$ cat src/hdl/mssd_pkg.sv
// Shared types, codes and the glyph table for the multiplexed seven-segment driver.
// Used by mssd_div and multiplexed_seven_segment_driver_top; depends on nothing.
`default_nettype none
package mssd_pkg;

  localparam logic [1:0] OP_SET_LOW  = 2'd0;
  localparam logic [1:0] OP_SET_HIGH = 2'd1;
  localparam logic [1:0] OP_TICK     = 2'd2;
  localparam logic [1:0] OP_NONE     = 2'd3;

  localparam int FRAME_W   = 16;
  localparam int SEG_W     = 8;
  localparam int SEG_DP    = 7;
  localparam int NUMBER_W  = 32;
  localparam int RADIX_W   = 5;
  localparam int DIGIT_W   = 4;
  localparam int ROW_POS_W = 2;
  localparam int POS_W     = 4;

  localparam logic [RADIX_W-1:0] RADIX_MIN = 5'd2;
  localparam logic [RADIX_W-1:0] RADIX_MAX = 5'd16;

  typedef enum logic [1:0] {
    S_IDLE,
    S_START,
    S_WAIT,
    S_READ
  } state_t;

  typedef struct packed {
    logic               done;
    logic [DIGIT_W-1:0] remainder;
  } div_status_t;

  // Standard hex glyphs, segments a..g in bits 0..6.
  function automatic logic [6:0] glyph(input logic [DIGIT_W-1:0] digit);
    logic [6:0] seg;
    unique case (digit)
      4'h0: seg = 7'h3F;
      4'h1: seg = 7'h06;
      4'h2: seg = 7'h5B;
      4'h3: seg = 7'h4F;
      4'h4: seg = 7'h66;
      4'h5: seg = 7'h6D;
      4'h6: seg = 7'h7D;
      4'h7: seg = 7'h07;
      4'h8: seg = 7'h7F;
      4'h9: seg = 7'h6F;
      4'hA: seg = 7'h77;
      4'hB: seg = 7'h7C;
      4'hC: seg = 7'h58;
      4'hD: seg = 7'h5E;
      4'hE: seg = 7'h79;
      default: seg = 7'h71;
    endcase
    return seg;
  endfunction

endpackage
`default_nettype wire

$ cat src/hdl/mssd_ram.sv
// Generic single-write, single-read RAM with a registered read port.
// Stand-alone; no package needed.
`default_nettype none
module mssd_ram #(
  parameter int WIDTH = 16,
  parameter int DEPTH = 8
) (
  input  wire logic                     clk,
  input  wire logic                     we,
  input  wire logic [$clog2(DEPTH)-1:0] waddr,
  input  wire logic [WIDTH-1:0]         wdata,
  input  wire logic                     re,
  input  wire logic [$clog2(DEPTH)-1:0] raddr,
  output logic      [WIDTH-1:0]         rdata
);

  logic [WIDTH-1:0] mem [DEPTH];

  always_ff @(posedge clk) begin
    if (we) begin
      mem[waddr] <= wdata;
    end
    if (re) begin
      rdata <= mem[raddr];
    end
  end

endmodule
`default_nettype wire

$ cat src/hdl/mssd_div.sv
// Bit-serial restoring divider: 32-bit dividend by a base of 2..16, one bit per cycle.
// Depends on mssd_pkg for widths and the status struct.
`default_nettype none
module mssd_div (
  input  wire logic                            clk,
  input  wire logic                            rst,
  input  wire logic                            start,
  input  wire logic [mssd_pkg::NUMBER_W-1:0]   dividend,
  input  wire logic [mssd_pkg::RADIX_W-1:0]    divisor,
  output logic      [mssd_pkg::NUMBER_W-1:0]   quotient,
  output mssd_pkg::div_status_t                status
);
  import mssd_pkg::*;

  localparam int CNT_W = $clog2(NUMBER_W);

  logic                 busy;
  logic [CNT_W-1:0]     cnt;
  logic [DIGIT_W-1:0]   rem;
  logic [RADIX_W-1:0]   dsor;
  logic [DIGIT_W:0]     trial;
  logic                 fits;
  logic                 done;

  assign trial = {rem, quotient[NUMBER_W-1]};
  assign fits  = (trial >= dsor);

  always_ff @(posedge clk) begin
    if (rst) begin
      busy <= 1'b0;
      done <= 1'b0;
    end else begin
      done <= 1'b0;
      if (start) begin
        busy <= 1'b1;
      end else if (busy && cnt == CNT_W'(NUMBER_W - 1)) begin
        busy <= 1'b0;
        done <= 1'b1;
      end
    end
  end

  always_ff @(posedge clk) begin
    if (start) begin
      quotient <= dividend;
      dsor     <= divisor;
      rem      <= '0;
      cnt      <= '0;
    end else if (busy) begin
      // The remainder stays below the divisor, so the difference fits in a digit.
      rem      <= fits ? DIGIT_W'(trial - dsor) : trial[DIGIT_W-1:0];
      quotient <= {quotient[NUMBER_W-2:0], fits};
      cnt      <= cnt + 1'b1;
    end
  end

  assign status.done      = done;
  assign status.remainder = rem;

endmodule
`default_nettype wire

$ cat src/hdl/multiplexed_seven_segment_driver_top.sv
// Multiplexed seven-segment driver: command channel, per-digit pattern RAM, frame output.
// Depends on mssd_pkg, mssd_div and mssd_ram.
//
// Usage: commands arrive on cmd_valid/cmd_ready with op, number, point_place and radix.
// A set command (op 0 lower row, op 1 upper row) converts number into DIGITS_PER_ROW
// digits of the clamped base and writes their glyphs into the pattern RAM. Each digit
// passes through the start state, the bit-serial divider steps, one per dividend bit,
// and the write of the digit once the divider is done. A set command occupies the
// block until its last digit is written and produces no transfer on the result channel.
// A tick command (op 2) reads the digit under the scan pointer from the RAM; the pointer
// moves on round-robin as the tick is taken. The read data is registered, then frame
// and digit_index, which are offered on res_valid/res_ready. Op 3 is taken and dropped.
// One command is worked on at a time. While a frame waits for res_ready, set commands
// are still taken, but a tick is held off until the waiting frame is transferred.
// Reset clears the scan pointer and marks every digit as never written, so each digit
// reads as blank (a frame of all ones) until a set command covers it.
`default_nettype none
module multiplexed_seven_segment_driver_top #(
  parameter int DIGIT_COUNT    = 8,
  parameter int DIGITS_PER_ROW = 4
) (
  input  wire logic                          clk,
  input  wire logic                          rst,
  input  wire logic                          cmd_valid,
  output logic                               cmd_ready,
  input  wire logic [1:0]                    op,
  input  wire logic [mssd_pkg::NUMBER_W-1:0] number,
  input  wire logic [1:0]                    point_place,
  input  wire logic [mssd_pkg::RADIX_W-1:0]  radix,
  output logic                               res_valid,
  input  wire logic                          res_ready,
  output logic [mssd_pkg::FRAME_W-1:0]       frame,
  output logic [2:0]                         digit_index
);
  import mssd_pkg::*;

  localparam int AW = $clog2(DIGIT_COUNT);
  localparam logic [SEG_W-1:0] SEL_MASK = SEG_W'((1 << DIGIT_COUNT) - 1);

  state_t state, state_next;

  logic [AW-1:0]          scan_ptr;
  logic [AW-1:0]          rd_idx;
  logic [DIGIT_COUNT-1:0] written;

  logic                   row;
  logic [ROW_POS_W-1:0]   k;
  logic [1:0]             point;
  logic [RADIX_W-1:0]     base;
  logic [NUMBER_W-1:0]    value;

  logic                   accept;
  logic                   div_start;
  logic [NUMBER_W-1:0]    quotient;
  div_status_t            div_st;

  logic [POS_W-1:0]       pos;
  logic                   ram_we;
  logic                   ram_re;
  logic [FRAME_W-1:0]     ram_wdata;
  logic [FRAME_W-1:0]     ram_rdata;
  logic [FRAME_W-1:0]     pattern;
  logic                   last_digit;
  logic                   add_point;

  assign cmd_ready = (state == S_IDLE) && (!res_valid || op != OP_TICK);
  assign accept    = cmd_valid && cmd_ready;

  // RAM position of the digit now leaving the divider, least significant digit first.
  assign pos = POS_W'(row) * POS_W'(DIGITS_PER_ROW) + POS_W'(DIGITS_PER_ROW - 1) - POS_W'(k);
  assign last_digit = (k == ROW_POS_W'(DIGITS_PER_ROW - 1));
  assign add_point  = (int'(point) < DIGITS_PER_ROW) && (point == k);
  assign ram_wdata  = {SEL_MASK, add_point, glyph(div_st.remainder)};
  assign ram_we     = (state == S_WAIT) && div_st.done && (pos < POS_W'(DIGIT_COUNT));
  assign ram_re     = accept && op == OP_TICK;
  assign pattern    = written[rd_idx] ? ram_rdata : '0;

  mssd_div u_div (
    .clk      (clk),
    .rst      (rst),
    .start    (div_start),
    .dividend (value),
    .divisor  (base),
    .quotient (quotient),
    .status   (div_st)
  );

  mssd_ram #(
    .WIDTH (FRAME_W),
    .DEPTH (DIGIT_COUNT)
  ) u_ram (
    .clk   (clk),
    .we    (ram_we),
    .waddr (pos[AW-1:0]),
    .wdata (ram_wdata),
    .re    (ram_re),
    .raddr (scan_ptr),
    .rdata (ram_rdata)
  );

  always_comb begin
    state_next = state;
    div_start  = 1'b0;
    unique case (state)
      S_IDLE: begin
        if (accept) begin
          if (op == OP_SET_LOW || op == OP_SET_HIGH) begin
            state_next = S_START;
          end else if (op == OP_TICK) begin
            state_next = S_READ;
          end
        end
      end
      S_START: begin
        div_start  = 1'b1;
        state_next = S_WAIT;
      end
      S_WAIT: begin
        if (div_st.done) begin
          state_next = last_digit ? S_IDLE : S_START;
        end
      end
      S_READ: begin
        state_next = S_IDLE;
      end
      default: state_next = S_IDLE;
    endcase
  end

  always_ff @(posedge clk) begin
    if (rst) begin
      state     <= S_IDLE;
      scan_ptr  <= '0;
      written   <= '0;
      res_valid <= 1'b0;
    end else begin
      state <= state_next;
      if (ram_re) begin
        scan_ptr <= (scan_ptr == AW'(DIGIT_COUNT - 1)) ? '0 : scan_ptr + 1'b1;
      end
      if (ram_we) begin
        written[pos[AW-1:0]] <= 1'b1;
      end
      if (state == S_READ) begin
        res_valid <= 1'b1;
      end else if (res_ready) begin
        res_valid <= 1'b0;
      end
    end
  end

  always_ff @(posedge clk) begin
    if (accept) begin
      row    <= op[0];
      point  <= point_place;
      value  <= number;
      k      <= '0;
      rd_idx <= scan_ptr;
      if (radix < RADIX_MIN) begin
        base <= RADIX_MIN;
      end else if (radix > RADIX_MAX) begin
        base <= RADIX_MAX;
      end else begin
        base <= radix;
      end
    end else if (state == S_WAIT && div_st.done) begin
      value <= quotient;
      k     <= k + 1'b1;
    end
    if (state == S_READ) begin
      frame       <= (FRAME_W'(1) << (SEG_W + int'(rd_idx))) | ~pattern;
      digit_index <= 3'(rd_idx);
    end
  end

endmodule
`default_nettype wire
$ cat config.mk
export PLATFORM = sky130hd
export DESIGN_NAME = multiplexed_seven_segment_driver_top
export DESIGN_NICKNAME = d
export VERILOG_FILES = /design/src/hdl/mssd_pkg.sv /design/src/hdl/mssd_ram.sv /design/src/hdl/mssd_div.sv /design/src/hdl/multiplexed_seven_segment_driver_top.sv
export SDC_FILE = /design/constraint.sdc
export NUM_CORES = 1
export LEC_CHECK = 0
export ABC_AREA = 0
export CAP_MARGIN = 0
export CORE_UTILIZATION = 45
export DETAILED_ROUTE_END_ITERATION = 6
export DONT_BUFFER_PORTS = 1
export SYNTH_ARGS = -nofsm -noshare
export SYNTH_HDL_FRONTEND = slang
export SYNTH_SLANG_ARGS = --single-unit
$ cat constraint.sdc
create_clock -name clk -period 4.85 [get_ports clk]
set_input_delay 0.7275 -clock clk [delete_from_list [all_inputs] [get_ports clk]]
set_output_delay 0.7275 -clock clk [all_outputs]
set_load 0.01 [all_outputs]
==> results_dict.tcl <==
set metrics [dict create \
    cts_tree "done" \
    cp-end-kind "register" \
    top_layer "met5" \
    final_cell_mix "nand2_1 (216), edfxtp_1 (171), dfxtp_1 (34)" \
    rrSetupSlack_ps 2140 \
    powerDensity_nw_per_um2 561 \
    outcome "finished with violations" \
    critPathLaunchType "register" \
    yosys-top-cells-area "edfxtp_1 (61%), nand2_1 (9.6%), dfxtp_1 (8.0%)" \
    place_congestion 0.761 \
    ys.flop_type "edfxtp_1" \
    cts_buffers 21 \
    die_w_um 139 \
    worstPathArrival_ps 3090 \
    cts.htree.levels 1 \
    coreArea_um2 18200 \
    drt_wl_total_um 14900 \
    n_antenna_cell 0 \
    worstPathMaxFanout 44 \
    synth_area_um2 8460 \
    clk_latency_ps 500 \
    synth_edf_count 171 \
    yosysWarningCount 0 \
    met1_length_um 6280 \
    ctsResizeCount 0 \
    dr.pass1.iters 6 \
    die_area_um2 19400 \
    rr_worst_depth 7 \
    grt_pass1_vias 4733 \
    layoutNonFillerInstCount 889 \
    postRouteAntennaNets 0 \
    clkSinkCount 205 \
    cts_setup_buffers 0 \
    hold_viol 0 \
    power_leakage_nw 3.47 \
    critPathRequiredTime_ps 5230 \
    max_freq_ghz 0.369 \
    layout-drive-gt1-share_pct 12.9 \
    ys_types 55 \
    drt_iter0_drc 290 \
    grt-ovfl-total 0 \
    floorplan.initialDensity_pct 46.5 \
    rsz0062_at_grt "no" \
    synth_seq_area_share_pct 68.7 \
    vias 4670 \
    cts.path.max_buffers 3 \
    period_share_pct 55.8 \
    post-route-drc-count 6 \
    cts_root_buffer "clkbuf_16" \
    fin_crit_ps 2710 \
    hold_class "input pin to register" \
    async_flop_share_pct 0 \
    finalSetupViolCount 0 \
    die_h_um 139 \
    grt_use_total_pct 15.9 \
    detail_route.wl_per_cell_um 16.8 \
    final_common_cell "nand2_1" \
    ioPinCount 66 \
    finalSetupTns_ps 0 \
    violations "design-rule violations" \
    dp_cells 851 \
    ir_drop_uv 331 \
    path_clk_slew_ps 60 \
    rr_endpoint "ram_wdata[0]$_DFF_P_" \
    min_path_cells 1 \
    yosysTopAreaCell "edfxtp_1" \
    port_buffers 0 \
    max_slew_margin_pct 30.3 \
    crit_type "register to register" \
    wl_met2_um 7710 \
    syn-num-nets 705 \
    grt_max_degree 49 \
    hold_buffers 0 \
    hold_path_end "scan_ptr[1]$_SDFFE_PP0P_" \
    netlist_instances 642 \
    area_delta_synth_final_pct 10.7 \
    synth-seq-cells 205 \
    grt_pass1_wl_um 24100 \
    avgViaCountPerCell 5.25 \
    fin_nets 708 \
    fin_worst_skew_ps 15.0 \
    yosys.area.top_type_share_pct 60.7 \
    min-delay-start "rst" \
    row_count 49 \
    syn_avg_cell_area_um2 13.2 \
    dr_wl_met3_um 575 \
    antenna_found_initial 1 \
    dp_hpwl_um 9360 \
    cap_violations 0 \
    r2r-start "state[1]$_SDFFE_PP0P_" \
    slew_violations 0 \
    worst_pin_slew_ps 1040 \
]
## report_power, final
part	total [W]	switching (W)	leakage [nW]	internal, W
sequential	0.00257	0.000192	1.82	0.00237
combinational	0.00109	0.000673	1.32	0.000413
clock	0.00160	0.000640	0.328	0.000962
total	0.00525	0.00151	3.47	0.00375
## through the flow
step	setup slack, ps	hold WS (ps)	area (um2)	power [W]	utilization (%)
final	2140	298	9360	0.00525	51.4
after global routing	1930	278	9360	0.00554	51.4
after CTS	2140	272	9360	0.00531	51.4
after detailed placement	2150	411	8690	0.00370	47.7
after global placement	2220	405	8690	0.00365	47.7
after floorplan	2160	400	8460	0.00342	-
## flip-flops by register name, summed over array words and instances (netlist names), 5 cells and up
register        count
u_ram.rdata         8
written             8
u_div.dsor          5
value              32
u_ram.mem          64
ram_wdata           7
base                5
u_div.cnt           5
u_div.quotient     32
frame              16
## worst max path at each step
stage / from / end / slack, ps / cells after the start
2_1_floorplan: op[1] / value[0]$_DFFE_PP_ / 2160 / 5
3_3_place_gp: state[1]$_SDFFE_PP0P_ / ram_wdata[0]$_DFF_P_ / 2220 / 7
3_5_place_dp: state[1]$_SDFFE_PP0P_ / ram_wdata[0]$_DFF_P_ / 2150 / 7
4_1_cts: state[1]$_SDFFE_PP0P_ / ram_wdata[0]$_DFF_P_ / 2140 / 7
5_1_grt: state[1]$_SDFFE_PP0P_ / ram_wdata[0]$_DFF_P_ / 1930 / 7
6_report: state[1]$_SDFFE_PP0P_ / ram_wdata[0]$_DFF_P_ / 2140 / 7
## final cells by class
| class | instances | area (um2) |
|---|---|---|
| clock buffers | 29 | 556 |
| clock inverters | 9 | 120 |
| fillers | 1578 | 8850 |
| inverters | 21 | 78.8 |
| multi-input cells | 389 | 2450 |
| flip-flops and latches | 205 | 5820 |
| well taps | 229 | 287 |
| repair buffers | 7 | 52.6 |
## Yosys cell counts, drive strengths merged (4+ instances only)
| cell | n |
|---|---|
| dfxtp | 34 |
| mux4 | 18 |
| nand2b | 6 |
| edfxtp | 171 |
| clkbuf | 14 |
| o21ai | 10 |
| mux2i | 8 |
| xor2 | 5 |
| ha | 17 |
| inv | 21 |
| mux2 | 10 |
| buf | 13 |
| nor2b | 4 |
| nor3 | 9 |
| nand2 | 216 |
| o21ba | 4 |
| nor2 | 28 |
| a21oi | 12 |
## worst max-delay path: stages, from the launching register on
cell and delay [ps]:
dfxtp_1 460, nand2b_1 770, inv_1 90, buf_4 320, a31oi_1 200, nand2_1 270, mux2i_1 190, mux2_2 270
## per-layer routing
metal  global-route usage (%)  vias to the layer above
met3                     3.18                       24
met5                        0                        -
met1                     18.6                     2289
li1                         -                     2270
met2                     29.0                       85
met4                     5.32                        2
## logic make-up after synthesis
family / count (synthesis) / share of synthesized area, %
AOI/OAI and AO/OA: 50 / 4.81
xor gates and xnor gates: 6 / 0.621
adders and majority gates: 18 / 2.75
buffers and inverters: 48 / 2.38
DFF: 205 / 68.7
muxes: 36 / 7.07
and+or+nand+nor: 279 / 13.6
Power figures use the tool's default switching activity.
